<file path="config.mk">
export PLATFORM = sky130hd
export DESIGN_NAME = terminal_key_sequence_decoder
export DESIGN_NICKNAME = d
export VERILOG_FILES = /design/src/design/tksd_pkg.sv /design/src/design/tksd_ctrl.sv /design/src/design/tksd_dp.sv /design/src/design/terminal_key_sequence_decoder.sv
export SDC_FILE = /design/constraint.sdc
export NUM_CORES = 1
export LEC_CHECK = 0
export ABC_CLOCK_PERIOD_IN_PS = 5350
export CAP_MARGIN = 25
export CORE_ASPECT_RATIO = 1.25
export CORE_MARGIN = 5
export CORE_UTILIZATION = 46
export CTS_CLUSTER_SIZE = 25
export DETAILED_ROUTE_END_ITERATION = 12
export DONT_BUFFER_PORTS = 1
export GPL_ROUTABILITY_DRIVEN = 0
export PLACE_DENSITY = 0.65
export SLEW_MARGIN = 30
export SYNTH_ARGS = -nofsm -noshare
export SYNTH_HDL_FRONTEND = slang
export SYNTH_SLANG_ARGS = --single-unit
export TNS_END_PERCENT = 100
</file>
<file path="constraint.sdc">
create_clock -name clk -period 5.35 [get_ports clk]
set_clock_uncertainty 0.05 [all_clocks]
set_input_delay 1.07 -clock clk [delete_from_list [all_inputs] [get_ports clk]]
set_output_delay 1.07 -clock clk [all_outputs]
set_load 0.005 [all_outputs]
</file>
<file path="src/design/tksd_pkg.sv">
// Package for the terminal key sequence decoder.
// Holds the payload and control types, the key codes and the byte decode functions.
// Has no dependencies; every design file imports it.
package tksd_pkg;

	localparam int DEF_MAX_PENDING = 16;
	localparam int DEF_PARAM_BITS  = 16;
	localparam int RESULT_LIMIT    = 16;

	// Key codes on the output.
	localparam logic [5:0] KEY_CHAR      = 6'd0;
	localparam logic [5:0] KEY_UP        = 6'd1;
	localparam logic [5:0] KEY_DOWN      = 6'd2;
	localparam logic [5:0] KEY_LEFT      = 6'd3;
	localparam logic [5:0] KEY_RIGHT     = 6'd4;
	localparam logic [5:0] KEY_ENTER     = 6'd5;
	localparam logic [5:0] KEY_ESCAPE    = 6'd6;
	localparam logic [5:0] KEY_TAB       = 6'd7;
	localparam logic [5:0] KEY_BACKTAB   = 6'd8;
	localparam logic [5:0] KEY_BACKSPACE = 6'd9;
	localparam logic [5:0] KEY_DELETE    = 6'd10;
	localparam logic [5:0] KEY_INSERT    = 6'd11;
	localparam logic [5:0] KEY_PAGEUP    = 6'd12;
	localparam logic [5:0] KEY_PAGEDOWN  = 6'd13;
	localparam logic [5:0] KEY_HOME      = 6'd14;
	localparam logic [5:0] KEY_END       = 6'd15;
	localparam logic [5:0] KEY_CTRL_C    = 6'd16;
	localparam logic [5:0] KEY_CTRL_D    = 6'd17;
	localparam logic [5:0] KEY_CTRL_L    = 6'd18;
	localparam logic [5:0] KEY_CTRL_R    = 6'd19;
	localparam logic [5:0] KEY_CTRL_U    = 6'd20;
	localparam logic [5:0] KEY_CTRL_W    = 6'd21;
	localparam logic [5:0] KEY_CTRL_Z    = 6'd22;
	localparam logic [5:0] KEY_F1        = 6'd23;
	localparam logic [5:0] KEY_F2        = 6'd24;
	localparam logic [5:0] KEY_F3        = 6'd25;
	localparam logic [5:0] KEY_F4        = 6'd26;
	localparam logic [5:0] KEY_F5        = 6'd27;
	localparam logic [5:0] KEY_F6        = 6'd28;
	localparam logic [5:0] KEY_F7        = 6'd29;
	localparam logic [5:0] KEY_F8        = 6'd30;
	localparam logic [5:0] KEY_F9        = 6'd31;
	localparam logic [5:0] KEY_F10       = 6'd32;
	localparam logic [5:0] KEY_F11       = 6'd33;
	localparam logic [5:0] KEY_F12       = 6'd34;

	localparam logic [2:0] MOD_NONE = 3'd0;
	localparam logic [2:0] MOD_ALT  = 3'd2;
	localparam logic [2:0] MOD_CTRL = 3'd4;

	localparam logic [20:0] REPLACEMENT = 21'h00FFFD;

	localparam logic [7:0] BYTE_ESC    = 8'h1B;
	localparam logic [7:0] BYTE_DEL    = 8'h7F;
	localparam logic [7:0] BYTE_LBRACK = 8'h5B;
	localparam logic [7:0] BYTE_O      = 8'h4F;
	localparam logic [7:0] BYTE_TILDE  = 8'h7E;
	localparam logic [7:0] BYTE_SEMI   = 8'h3B;
	localparam logic [7:0] BYTE_ZERO   = 8'h30;
	localparam logic [7:0] BYTE_NINE   = 8'h39;
	localparam logic [7:0] BYTE_LT     = 8'h3C;
	localparam logic [7:0] BYTE_EQ     = 8'h3D;
	localparam logic [7:0] BYTE_GT     = 8'h3E;
	localparam logic [7:0] BYTE_QMARK  = 8'h3F;
	localparam logic [7:0] BYTE_FINLO  = 8'h40;

	// Continuation counts of a lead byte; LEAD_NEVER marks a byte that never starts one.
	localparam logic [2:0] LEAD_ASCII = 3'd0;
	localparam logic [2:0] LEAD_NEVER = 3'd4;

	typedef enum logic [2:0] {
		MODE_IDLE = 3'd0,
		MODE_ESC  = 3'd1,
		MODE_CSI  = 3'd2,
		MODE_SS3  = 3'd3,
		MODE_UTF  = 3'd4
	} mode_t;

	typedef enum logic [1:0] {
		ST_IDLE   = 2'd0,
		ST_F_LOAD = 2'd1,
		ST_F_PROC = 2'd2,
		ST_F_END  = 2'd3
	} ctl_state_t;

	typedef struct packed {
		logic       command;
		logic [7:0] data_byte;
	} in_item_t;

	typedef struct packed {
		logic [5:0]  key_code;
		logic [20:0] code_point;
		logic [2:0]  modifier_mask;
		logic        last_of_run;
	} out_item_t;

	// One decoded key event before it is marked as last or not.
	typedef struct packed {
		logic        vld;
		logic [5:0]  key;
		logic [20:0] cp;
		logic [2:0]  mods;
	} ev_t;

	typedef struct packed {
		logic feed;
		logic fstart;
		logic fstep;
		logic ffinish;
	} ctl_cmd_t;

	typedef struct packed {
		logic out_free;
		logic at_end;
		logic rem_zero;
	} dp_stat_t;

	function automatic ev_t mk_key(input logic [5:0] key, input logic [2:0] mods);
		ev_t e;
		e.vld  = 1'b1;
		e.key  = key;
		e.cp   = '0;
		e.mods = mods;
		return e;
	endfunction

	function automatic ev_t mk_char(input logic [20:0] cp, input logic [2:0] mods);
		ev_t e;
		e.vld  = 1'b1;
		e.key  = KEY_CHAR;
		e.cp   = cp;
		e.mods = mods;
		return e;
	endfunction

	function automatic logic is_ctrl(input logic [7:0] b);
		return (b < 8'h20) || (b == BYTE_DEL);
	endfunction

	// Event of a control byte, with extra modifiers ORed in.
	function automatic ev_t control_event(input logic [7:0] b, input logic [2:0] extra);
		ev_t e;
		e = '0;
		unique case (b)
			8'h03: e = mk_key(KEY_CTRL_C, MOD_CTRL | extra);
			8'h04: e = mk_key(KEY_CTRL_D, MOD_CTRL | extra);
			8'h08, BYTE_DEL: e = mk_key(KEY_BACKSPACE, extra);
			8'h09: e = mk_key(KEY_TAB, extra);
			8'h0A, 8'h0D: e = mk_key(KEY_ENTER, extra);
			8'h0C: e = mk_key(KEY_CTRL_L, MOD_CTRL | extra);
			8'h12: e = mk_key(KEY_CTRL_R, MOD_CTRL | extra);
			8'h15: e = mk_key(KEY_CTRL_U, MOD_CTRL | extra);
			8'h17: e = mk_key(KEY_CTRL_W, MOD_CTRL | extra);
			8'h1A: e = mk_key(KEY_CTRL_Z, MOD_CTRL | extra);
			BYTE_ESC: e = mk_key(KEY_ESCAPE, extra);
			default: begin
				if (b >= 8'h01 && b <= 8'h1A) begin
					e = mk_char(21'(8'h60 + b), MOD_CTRL | extra);
				end
			end
		endcase
		return e;
	endfunction

	function automatic logic [5:0] letter_key(input logic [7:0] c);
		logic [5:0] k;
		unique case (c)
			8'h41: k = KEY_UP;
			8'h42: k = KEY_DOWN;
			8'h43: k = KEY_RIGHT;
			8'h44: k = KEY_LEFT;
			8'h46: k = KEY_END;
			8'h48: k = KEY_HOME;
			8'h50: k = KEY_F1;
			8'h51: k = KEY_F2;
			8'h52: k = KEY_F3;
			8'h53: k = KEY_F4;
			8'h5A: k = KEY_BACKTAB;
			default: k = KEY_CHAR;
		endcase
		return k;
	endfunction

	function automatic logic [5:0] tilde_key(input logic [31:0] v);
		logic [5:0] k;
		unique case (v)
			32'd1, 32'd7: k = KEY_HOME;
			32'd2: k = KEY_INSERT;
			32'd3: k = KEY_DELETE;
			32'd4, 32'd8: k = KEY_END;
			32'd5: k = KEY_PAGEUP;
			32'd6: k = KEY_PAGEDOWN;
			32'd11: k = KEY_F1;
			32'd12: k = KEY_F2;
			32'd13: k = KEY_F3;
			32'd14: k = KEY_F4;
			32'd15: k = KEY_F5;
			32'd17: k = KEY_F6;
			32'd18: k = KEY_F7;
			32'd19: k = KEY_F8;
			32'd20: k = KEY_F9;
			32'd21: k = KEY_F10;
			32'd23: k = KEY_F11;
			32'd24: k = KEY_F12;
			default: k = KEY_CHAR;
		endcase
		return k;
	endfunction

	function automatic logic [2:0] lead_extra(input logic [7:0] b);
		logic [2:0] n;
		priority if (b[7] == 1'b0) n = LEAD_ASCII;
		else if (b[7:5] == 3'b110) n = 3'd1;
		else if (b[7:4] == 4'b1110) n = 3'd2;
		else if (b[7:3] == 5'b11110) n = 3'd3;
		else n = LEAD_NEVER;
		return n;
	endfunction

	function automatic logic [20:0] lead_bits(input logic [7:0] b, input logic [1:0] n);
		logic [20:0] r;
		unique case (n)
			2'd1: r = 21'(b[4:0]);
			2'd2: r = 21'(b[3:0]);
			default: r = 21'(b[2:0]);
		endcase
		return r;
	endfunction

	// Final check of a decoded sequence: bad bytes, overlong forms, surrogates, range.
	function automatic logic [20:0] utf8_finish(input logic [20:0] acc, input logic [1:0] n,
			input logic bad);
		logic rep;
		rep = bad
			|| (n == 2'd1 && acc < 21'h80)
			|| (n == 2'd2 && acc < 21'h800)
			|| (n == 2'd3 && acc < 21'h10000)
			|| (acc >= 21'hD800 && acc <= 21'hDFFF)
			|| (acc > 21'h10FFFF);
		return rep ? REPLACEMENT : acc;
	endfunction

endpackage

</file>
<file path="src/design/tksd_ctrl.sv">
// Controller of the terminal key sequence decoder: handshake and flush sequencing.
// Depends on tksd_pkg; drives the datapath tksd_dp through ctl_cmd_t.
module tksd_ctrl
	import tksd_pkg::*;
(
	input  logic       clk,
	input  logic       arst_n,
	input  logic       in_valid,
	input  logic       in_command,
	output logic       in_ready,
	input  dp_stat_t   stat,
	output ctl_cmd_t   cmd
);

	ctl_state_t state_q, state_d;

	// State register.
	always_ff @(posedge clk or negedge arst_n) begin
		if (!arst_n) begin
			state_q <= ST_IDLE;
		end else begin
			state_q <= state_d;
		end
	end

	// Next state and commands.
	always_comb begin
		state_d  = state_q;
		cmd      = '0;
		in_ready = 1'b0;
		unique case (state_q)
			ST_IDLE: begin
				in_ready = stat.out_free;
				if (in_valid && stat.out_free) begin
					if (in_command) begin
						cmd.fstart = 1'b1;
						state_d    = ST_F_LOAD;
					end else begin
						cmd.feed = 1'b1;
					end
				end
			end
			ST_F_LOAD: begin
				state_d = ST_F_PROC;
			end
			ST_F_PROC: begin
				if (stat.out_free) begin
					if (!stat.at_end) begin
						cmd.fstep = 1'b1;
						state_d   = ST_F_LOAD;
					end else if (!stat.rem_zero) begin
						cmd.fstep = 1'b1;
					end else begin
						state_d = ST_F_END;
					end
				end
			end
			ST_F_END: begin
				if (stat.out_free) begin
					cmd.ffinish = 1'b1;
					state_d     = ST_IDLE;
				end
			end
			default: state_d = ST_IDLE;
		endcase
	end

endmodule

</file>
<file path="src/design/tksd_dp.sv">
// Datapath of the terminal key sequence decoder: parse state, pending byte store,
// byte decoding and the output register. Depends on tksd_pkg; commanded by tksd_ctrl.
module tksd_dp
	import tksd_pkg::*;
#(
	parameter int MAX_PENDING = DEF_MAX_PENDING,
	parameter int PARAM_BITS  = DEF_PARAM_BITS
) (
	input  logic      clk,
	input  logic      arst_n,
	input  logic [7:0] data_byte,
	input  ctl_cmd_t  cmd,
	output dp_stat_t  stat,
	output logic      out_valid,
	input  logic      out_ready,
	output out_item_t out_data
);

	localparam int CNT_W = $clog2(MAX_PENDING + 1);
	localparam int IDX_W = $clog2(MAX_PENDING);
	localparam int EV_W  = $clog2(RESULT_LIMIT + 1);

	typedef struct packed {
		mode_t                 mode;
		logic [CNT_W-1:0]      cnt;
		logic [PARAM_BITS-1:0] v0;
		logic [PARAM_BITS-1:0] v1;
		logic                  p0;
		logic                  p1;
		logic [1:0]            fidx;
		logic                  priv;
		logic                  any;
		logic [20:0]           acc;
		logic [1:0]            rem;
		logic [1:0]            len;
		logic                  bad;
		logic                  alt;
	} parse_t;

	parse_t ps_q, fn, ps_d;
	logic [7:0] mem [MAX_PENDING];
	logic [7:0] rd_q;
	logic [CNT_W-1:0] idx_q;
	logic [EV_W-1:0] evcnt_q;
	ev_t held_q;
	logic out_valid_q;
	out_item_t out_q;

	logic wr_en;
	logic [IDX_W-1:0] wr_addr;
	logic [7:0] wr_data;
	ev_t fe, fev;
	logic do_start;
	logic [2:0] sc_ext;
	logic [2:0] sc_mods;
	logic [PARAM_BITS-1:0] vsel;
	logic [PARAM_BITS+3:0] vnew;
	logic [20:0] f_acc;
	logic [1:0] f_rem, f_len;
	logic f_bad;
	logic [2:0] fl_ext;
	logic produce;

	assign stat.out_free = !out_valid_q || out_ready;
	assign stat.at_end   = (idx_q == ps_q.cnt);
	assign stat.rem_zero = (ps_q.rem == 2'd0);
	assign out_valid     = out_valid_q;
	assign out_data      = out_q;

	// Decode of one fed byte against the parse state.
	always_comb begin
		fn       = ps_q;
		fe       = '0;
		do_start = 1'b0;
		wr_en    = 1'b0;
		wr_addr  = ps_q.cnt[IDX_W-1:0];
		wr_data  = data_byte;
		sc_ext   = lead_extra(data_byte);
		sc_mods  = (ps_q.mode == MODE_ESC) ? MOD_ALT : MOD_NONE;
		vsel     = (ps_q.fidx == 2'd0) ? ps_q.v0 : ps_q.v1;
		vnew     = ((PARAM_BITS + 4)'(vsel) << 3) + ((PARAM_BITS + 4)'(vsel) << 1)
			+ (PARAM_BITS + 4)'(data_byte[3:0]);
		if (vnew[PARAM_BITS+3:PARAM_BITS] != 4'd0) begin
			vnew = (PARAM_BITS + 4)'({PARAM_BITS{1'b1}});
		end
		if (ps_q.cnt < CNT_W'(MAX_PENDING)) begin
			wr_en  = 1'b1;
			fn.cnt = ps_q.cnt + 1'b1;
		end
		unique case (ps_q.mode)
			MODE_ESC: begin
				priority if (data_byte == BYTE_LBRACK) begin
					fn.mode = MODE_CSI;
					fn.any  = 1'b0;
				end else if (data_byte == BYTE_O) begin
					fn.mode = MODE_SS3;
				end else if (data_byte == BYTE_ESC) begin
					// A second ESC reports the first and starts over with itself pending.
					fe      = mk_key(KEY_ESCAPE, MOD_NONE);
					wr_en   = 1'b1;
					wr_addr = '0;
					wr_data = BYTE_ESC;
					fn.cnt  = CNT_W'(1);
				end else if (is_ctrl(data_byte)) begin
					fe = control_event(data_byte, MOD_ALT);
					fn = '0;
				end else begin
					do_start = 1'b1;
				end
			end
			MODE_CSI: begin
				fn.any = 1'b1;
				if (data_byte >= BYTE_FINLO && data_byte <= BYTE_TILDE) begin
					if (!ps_q.priv) begin
						fe.mods = ps_q.p1 ? (ps_q.v1[2:0] - 3'd1) : MOD_NONE;
						fe.key  = (data_byte == BYTE_TILDE) ? tilde_key(32'(ps_q.v0))
							: letter_key(data_byte);
						fe.cp   = '0;
						fe.vld  = (fe.key != KEY_CHAR);
					end
					fn = '0;
				end else begin
					if (!ps_q.any && (data_byte == BYTE_LT || data_byte == BYTE_QMARK
							|| data_byte == BYTE_EQ || data_byte == BYTE_GT)) begin
						fn.priv = 1'b1;
					end
					if (data_byte >= BYTE_ZERO && data_byte <= BYTE_NINE) begin
						if (ps_q.fidx == 2'd0) begin
							fn.v0 = vnew[PARAM_BITS-1:0];
							fn.p0 = 1'b1;
						end else if (ps_q.fidx == 2'd1) begin
							fn.v1 = vnew[PARAM_BITS-1:0];
							fn.p1 = 1'b1;
						end
					end else if (data_byte == BYTE_SEMI) begin
						if (ps_q.fidx != 2'd2) fn.fidx = ps_q.fidx + 2'd1;
					end
				end
			end
			MODE_SS3: begin
				fe.key  = letter_key(data_byte);
				fe.cp   = '0;
				fe.mods = MOD_NONE;
				fe.vld  = (fe.key != KEY_CHAR);
				fn      = '0;
			end
			MODE_UTF: begin
				fn.bad = ps_q.bad | (data_byte[7:6] != 2'b10);
				fn.acc = {ps_q.acc[14:0], data_byte[5:0]};
				fn.rem = ps_q.rem - 2'd1;
				if (ps_q.rem == 2'd1) begin
					fe = mk_char(utf8_finish(fn.acc, ps_q.len, fn.bad),
						ps_q.alt ? MOD_ALT : MOD_NONE);
					fn = '0;
				end
			end
			default: begin
				priority if (data_byte == BYTE_ESC) begin
					fn.mode = MODE_ESC;
				end else if (is_ctrl(data_byte)) begin
					fe = control_event(data_byte, MOD_NONE);
					fn = '0;
				end else begin
					do_start = 1'b1;
				end
			end
		endcase
		// Start of a character, plain or after ESC.
		if (do_start) begin
			if (sc_ext == LEAD_ASCII) begin
				fe = mk_char(21'(data_byte), sc_mods);
				fn = '0;
			end else if (sc_ext == LEAD_NEVER) begin
				fe = mk_char(REPLACEMENT, sc_mods);
				fn = '0;
			end else begin
				fn.mode = MODE_UTF;
				fn.acc  = lead_bits(data_byte, sc_ext[1:0]);
				fn.rem  = sc_ext[1:0];
				fn.len  = sc_ext[1:0];
				fn.bad  = 1'b0;
				fn.alt  = (sc_mods == MOD_ALT);
			end
		end
	end

	// Decode of one stored byte during a flush; a cut-short sequence ends as U+FFFD.
	always_comb begin
		fev    = '0;
		f_acc  = ps_q.acc;
		f_rem  = ps_q.rem;
		f_len  = ps_q.len;
		f_bad  = ps_q.bad;
		fl_ext = lead_extra(rd_q);
		if (stat.at_end) begin
			fev   = mk_char(utf8_finish(ps_q.acc, ps_q.len, 1'b1), MOD_NONE);
			f_rem = 2'd0;
		end else if (ps_q.rem != 2'd0) begin
			f_bad = ps_q.bad | (rd_q[7:6] != 2'b10);
			f_acc = {ps_q.acc[14:0], rd_q[5:0]};
			f_rem = ps_q.rem - 2'd1;
			if (ps_q.rem == 2'd1) fev = mk_char(utf8_finish(f_acc, ps_q.len, f_bad), MOD_NONE);
		end else if (rd_q == BYTE_ESC) begin
			fev = mk_key(KEY_ESCAPE, MOD_NONE);
		end else if (is_ctrl(rd_q)) begin
			fev = control_event(rd_q, MOD_NONE);
		end else if (fl_ext == LEAD_ASCII) begin
			fev = mk_char(21'(rd_q), MOD_NONE);
		end else if (fl_ext == LEAD_NEVER) begin
			fev = mk_char(REPLACEMENT, MOD_NONE);
		end else begin
			f_acc = lead_bits(rd_q, fl_ext[1:0]);
			f_rem = fl_ext[1:0];
			f_len = fl_ext[1:0];
			f_bad = 1'b0;
		end
		produce = fev.vld && (evcnt_q < EV_W'(RESULT_LIMIT));
	end

	// Next parse state by command.
	always_comb begin
		ps_d = ps_q;
		if (cmd.feed) begin
			ps_d = fn;
		end else if (cmd.fstart) begin
			ps_d.rem = 2'd0;
		end else if (cmd.fstep) begin
			ps_d.acc = f_acc;
			ps_d.rem = f_rem;
			ps_d.len = f_len;
			ps_d.bad = f_bad;
		end else if (cmd.ffinish) begin
			ps_d = '0;
		end
	end

	// Pending store: one write port, one registered read port that follows the flush index.
	always_ff @(posedge clk) begin
		if (cmd.feed && wr_en) mem[wr_addr] <= wr_data;
		rd_q <= mem[idx_q[IDX_W-1:0]];
	end

	// Parse state, flush walk and the held event that waits to learn if it is last.
	always_ff @(posedge clk or negedge arst_n) begin
		if (!arst_n) begin
			ps_q    <= '0;
			idx_q   <= '0;
			evcnt_q <= '0;
			held_q  <= '0;
		end else begin
			ps_q <= ps_d;
			if (cmd.fstart) begin
				idx_q   <= '0;
				evcnt_q <= '0;
				held_q  <= '0;
			end else if (cmd.fstep) begin
				if (!stat.at_end) idx_q <= idx_q + 1'b1;
				if (produce) begin
					held_q  <= fev;
					evcnt_q <= evcnt_q + 1'b1;
				end
			end else if (cmd.ffinish) begin
				held_q.vld <= 1'b0;
			end
		end
	end

	// Output register.
	always_ff @(posedge clk or negedge arst_n) begin
		if (!arst_n) begin
			out_valid_q <= 1'b0;
		end else if ((cmd.feed && fe.vld) || (cmd.fstep && produce && held_q.vld)
				|| (cmd.ffinish && held_q.vld)) begin
			out_valid_q <= 1'b1;
		end else if (out_ready) begin
			out_valid_q <= 1'b0;
		end
	end

	always_ff @(posedge clk) begin
		if (cmd.feed && fe.vld) begin
			out_q <= '{key_code: fe.key, code_point: fe.cp, modifier_mask: fe.mods,
				last_of_run: 1'b1};
		end else if ((cmd.fstep && produce && held_q.vld) || (cmd.ffinish && held_q.vld)) begin
			out_q <= '{key_code: held_q.key, code_point: held_q.cp,
				modifier_mask: held_q.mods, last_of_run: cmd.ffinish};
		end
	end

`ifndef NO_ASSERTIONS
	a_cnt_bound: assert property (@(posedge clk) disable iff (!arst_n)
		ps_q.cnt <= CNT_W'(MAX_PENDING)) else $error("pending count above store depth");
	a_fidx_bound: assert property (@(posedge clk) disable iff (!arst_n)
		ps_q.fidx <= 2'd2) else $error("CSI field index out of range");
	a_held_counted: assert property (@(posedge clk) disable iff (!arst_n)
		held_q.vld |-> evcnt_q != '0) else $error("held event without count");
	a_feed_room: assert property (@(posedge clk) disable iff (!arst_n)
		(cmd.feed || cmd.fstep || cmd.ffinish) |-> stat.out_free)
		else $error("result loaded into a full output register");
`endif

endmodule

</file>
<file path="src/design/terminal_key_sequence_decoder.sv">
// Terminal key sequence decoder: takes one terminal byte (or a flush request) per
// request and returns key events for control bytes, UTF-8 characters, Alt keys, SS3
// and CSI keys. A fed byte yields at most one event; the next request is taken once
// the output register is free. A flush walks the pending byte store through its
// registered read port, a load state and a process state per stored byte, then reads
// past the end, ends any sequence cut short and marks the last event; the input is held
// off until the flush ends, and longer while the receiver stalls. Up to 16 events come
// from one flush, the last marked last_of_run.
// Depends on tksd_pkg, tksd_ctrl and tksd_dp.
module terminal_key_sequence_decoder
	import tksd_pkg::*;
#(
	parameter int MAX_PENDING = DEF_MAX_PENDING,
	parameter int PARAM_BITS  = DEF_PARAM_BITS
) (
	input  logic      clk,
	input  logic      arst_n,
	input  logic      in_valid,
	output logic      in_ready,
	input  in_item_t  in_data,
	output logic      out_valid,
	input  logic      out_ready,
	output out_item_t out_data
);

	ctl_cmd_t cmd;
	dp_stat_t stat;

	// Sequencer.
	tksd_ctrl u_ctrl (
		.clk        (clk),
		.arst_n     (arst_n),
		.in_valid   (in_valid),
		.in_command (in_data.command),
		.in_ready   (in_ready),
		.stat       (stat),
		.cmd        (cmd)
	);

	// Decode datapath.
	tksd_dp #(
		.MAX_PENDING (MAX_PENDING),
		.PARAM_BITS  (PARAM_BITS)
	) u_dp (
		.clk       (clk),
		.arst_n    (arst_n),
		.data_byte (in_data.data_byte),
		.cmd       (cmd),
		.stat      (stat),
		.out_valid (out_valid),
		.out_ready (out_ready),
		.out_data  (out_data)
	);

endmodule

</file>
==> impl_metrics.toml <==
[pwr]
internal-power_w = 0.00449
comb_power_share_pct = 30.0
switching_share_pct = 35.9
sequentialPowerShare_pct = 42.1
p_sw_w = 0.00251
leakage_nw = 6.13
peakVddDrop_uv = 370
p_per_area_mw_per_mm2 = 435
p_clk_share_pct = 27.9

[routing]
via_count = 11000
first_pass_iters = 5
postRouteAntennaNets = 0
finalWirelength_um = 38500
drt_iter0_drc = 1082
wl_per_cell_um = 22.0
avgViaCountPerCell = 6.27
drc = 0

[finish]
n_antenna_cell = 0
fin_nets = 1383
seqCellArea_mm2 = 0.00760
drive_gt1_share_pct = 11.3
syn_to_final_growth_pct = 7.79
fillCellCount = 2820
multi_input_area_mm2 = 0.00685
fin_area_mm2 = 0.0161

[logic_synthesis]
synthFlopType = "edfxtp_1"
synth_top_cell_area_share_pct = 31.7
yosysWarnings = 0
synth_cell_type_count = 91
synth_nets = 1433
synth_area_leaders = "edfxtp_1 (32%), dfrtp_1 (18%), mux4_2 (6.0%), ha_1 (4.4%), o21ai_0 (3.8%)"
synth_edf_count = 158
syn_avg_cell_area_um2 = 10.9
synth_common_cells = "edfxtp_1 (158), nand2_1 (149), o21ai_0 (114)"
seq_area_frac_synth_pct = 50.8
synthArstFlopShare_pct = 39.1
synth_area_leader_cell = "edfxtp_1"
synth_area_mm2 = 0.0150
ys_ff_latch = 274
netlist_instances = 1366
yosysMostFrequentCell = "edfxtp_1"

[critical_path]
rr_startpoint = "u_dp.ps_q[29]"
arrival_ps = 4950
path_cells = "inv_1, ha_1, buf_4, o21ai_0, fa_1, inv_1, fa_1, nand2b_1, a21oi_1, a31oi_1, o311ai_0, mux2_2, o311a_1, o211ai_1, a22o_1"
rr_endpoint = "u_dp.ps_q[54]"
cp.buffers_inverters = 3
cp_slowest_cell = "o311a_1"
cp.depth = 15
required_ps = 5750
ff2ff_path_depth = 15
cpPeakStageDelay_ps = 580
cp_max_fo = 19
cp-end-kind = "flip-flop"
worstSetupEndpoint = "u_dp.ps_q[54]"
crit_start = "u_dp.ps_q[29]"
critical_path_class = "reg -> reg"
path_delay_family = "compound AO/OA/AOI/OAI gates"
rrSetupSlack_ps = 790
cp-start-kind = "flip-flop"

[sta]
setup_viol = 0
finalCritPeriodShare_pct = 85.2
max_freq_ghz = 0.219
tns_ps = 0
drv_slew = 0
layout_setup_ws_ps = 794
tightest_slew_ps = 928
slew-limit-headroom_pct = 37.9
rsz0062_at_grt = "false"
hold_viol = 0
period_minus_slack_ps = 4560

[clock_tree]
numCtsBuffers = 28
postCtsSetupBuffers = 0
cts_tree = "built"
clkTransAtPathRegs_ps = 60
clock_sinks = 274
htreeDepth = 1
insertion_delay_ps = 560
cts_resized = 0
cts_hold_buffers = 0
cts_buffer_depth = 3
cts_root_buf = "clkbuf_16"

[grt]
grt_use_total_pct = 21.1
grt_antenna_before_repair = 0
grt_max_degree = 108
gr-total-overflow = 0
first_global_vias = 10900
grt_pass1_wl_um = 61000

[floorplanning]
rows = 73
initial_core_util_pct = 46.8
coreArea_mm2 = 0.0320
die_y_um = 212
die_w_um = 171
fp.dieArea_mm2 = 0.0362
ios = 46

[run]
cap_violations = 0

[place]
portBuffers = 0
dpl.hpwl_um = 26800
place_ws_ps = 789
place_area_mm2 = 0.0152

[status]
run_status = "complete, no violations"

[hold_path]
hold_path.class = "in -> async"
==> power by group through the flow <==
stage	logic [W]	clock network (W)	registers [W]
finish	0.00210	0.00196	0.00295
global route	0.00231	0.00206	0.00299
CTS	0.00208	0.00199	0.00294
detailed placement	0.00208	0	0.00299
global placement	0.00203	0	0.00297
floorplan	0.00170	0	0.00278
==> state kept, by name, indices dropped and copies added, names as in the netlist <==
register	cells
u_dp.evcnt_q	5
u_dp.ps_q	66
u_ctrl.state_q	2
u_dp.out_valid	1
u_dp.held_q	28
u_dp.idx_q	5
u_dp.mem	128
u_dp.rd_q	8
u_dp.out_data	31
==> placed cells by master, fill, tap and decap left out, types with 6 or more instances in the layout <==
cell type    n
a21oi_1     83
and3_1       7
or4_1        6
a31oi_1     18
mux2_2      16
o211ai_1    12
nand3b_1    12
a211oi_1     7
o21ai_0    114
clkbuf_16   28
nand2b_1    18
ha_1        52
xnor2_1     17
or3_1       10
a21o_1      15
o31ai_1     14
buf_4       16
nor2b_1     10
a22o_1      43
clkinv_2     6
nor4_1       8
o21a_1       7
inv_1       27
mux4_2      40
nor3_1      27
or2_2        8
nor2_1      87
xor2_1      15
nand4_1     14
nand2_1    149
dfxtp_1      9
dfrtp_1    106
and2_1       7
nand3_1     40
edfxtp_1   158
==> through the flow <==
stage	power, W	instances	utilization (%)	hold WS, ps
final	0.00701	1750	50.4	146
after global routing	0.00736	1750	50.4	136
after CTS	0.00701	1750	50.4	131
after detailed placement	0.00506	1698	47.5	420
after global placement	0.00500	1698	47.5	413
after floorplan	0.00448	1366	-	393
==> cell families after synthesis <==
| group | count (synthesis) | share of synthesized area, % |
|---|---|---|
| XOR/XNOR | 32 | 1.87 |
| AO/OA/AOI/OAI | 382 | 16.7 |
| AND/OR/NAND/NOR | 441 | 15.0 |
| buffers and inverters | 123 | 3.48 |
| flip-flops | 274 | 50.8 |
| adder cells (fa/ha/maj) | 54 | 4.62 |
| multiplexers | 60 | 7.50 |
==> layer usage <==
layer	wire length, um	track usage (%)	vias to the layer above
met5	0	0	-
met4	1530	8.72	0
met3	1940	2.17	97
met2	18900	35.5	405
met1	16200	28.1	5391
li1	-	-	5073
==> worst min path at each step <==
stage                 endpoint  depth (start not counted)            start
2_1_floorplan  u_dp.held_q[28]                          2  u_dp.held_q[28]
3_3_place_gp     u_dp.ps_q[27]                          1    u_dp.ps_q[27]
3_5_place_dp    u_dp.held_q[7]                          2   u_dp.held_q[7]
4_1_cts        u_dp.held_q[25]                          0           arst_n
5_1_grt        u_dp.held_q[25]                          0           arst_n
6_report       u_dp.held_q[27]                          0           arst_n
==> layout make-up <==
type	count	share of cell area (%)
Sequential cell	274	47.2
Multi-Input combinational cell	969	42.5
Clock buffer	36	4.78
Tap cell	412	3.20
Clock inverter	16	0.978
Timing Repair Buffer	16	0.745
Inverter	27	0.629
Power figures use the tool's default switching activity.
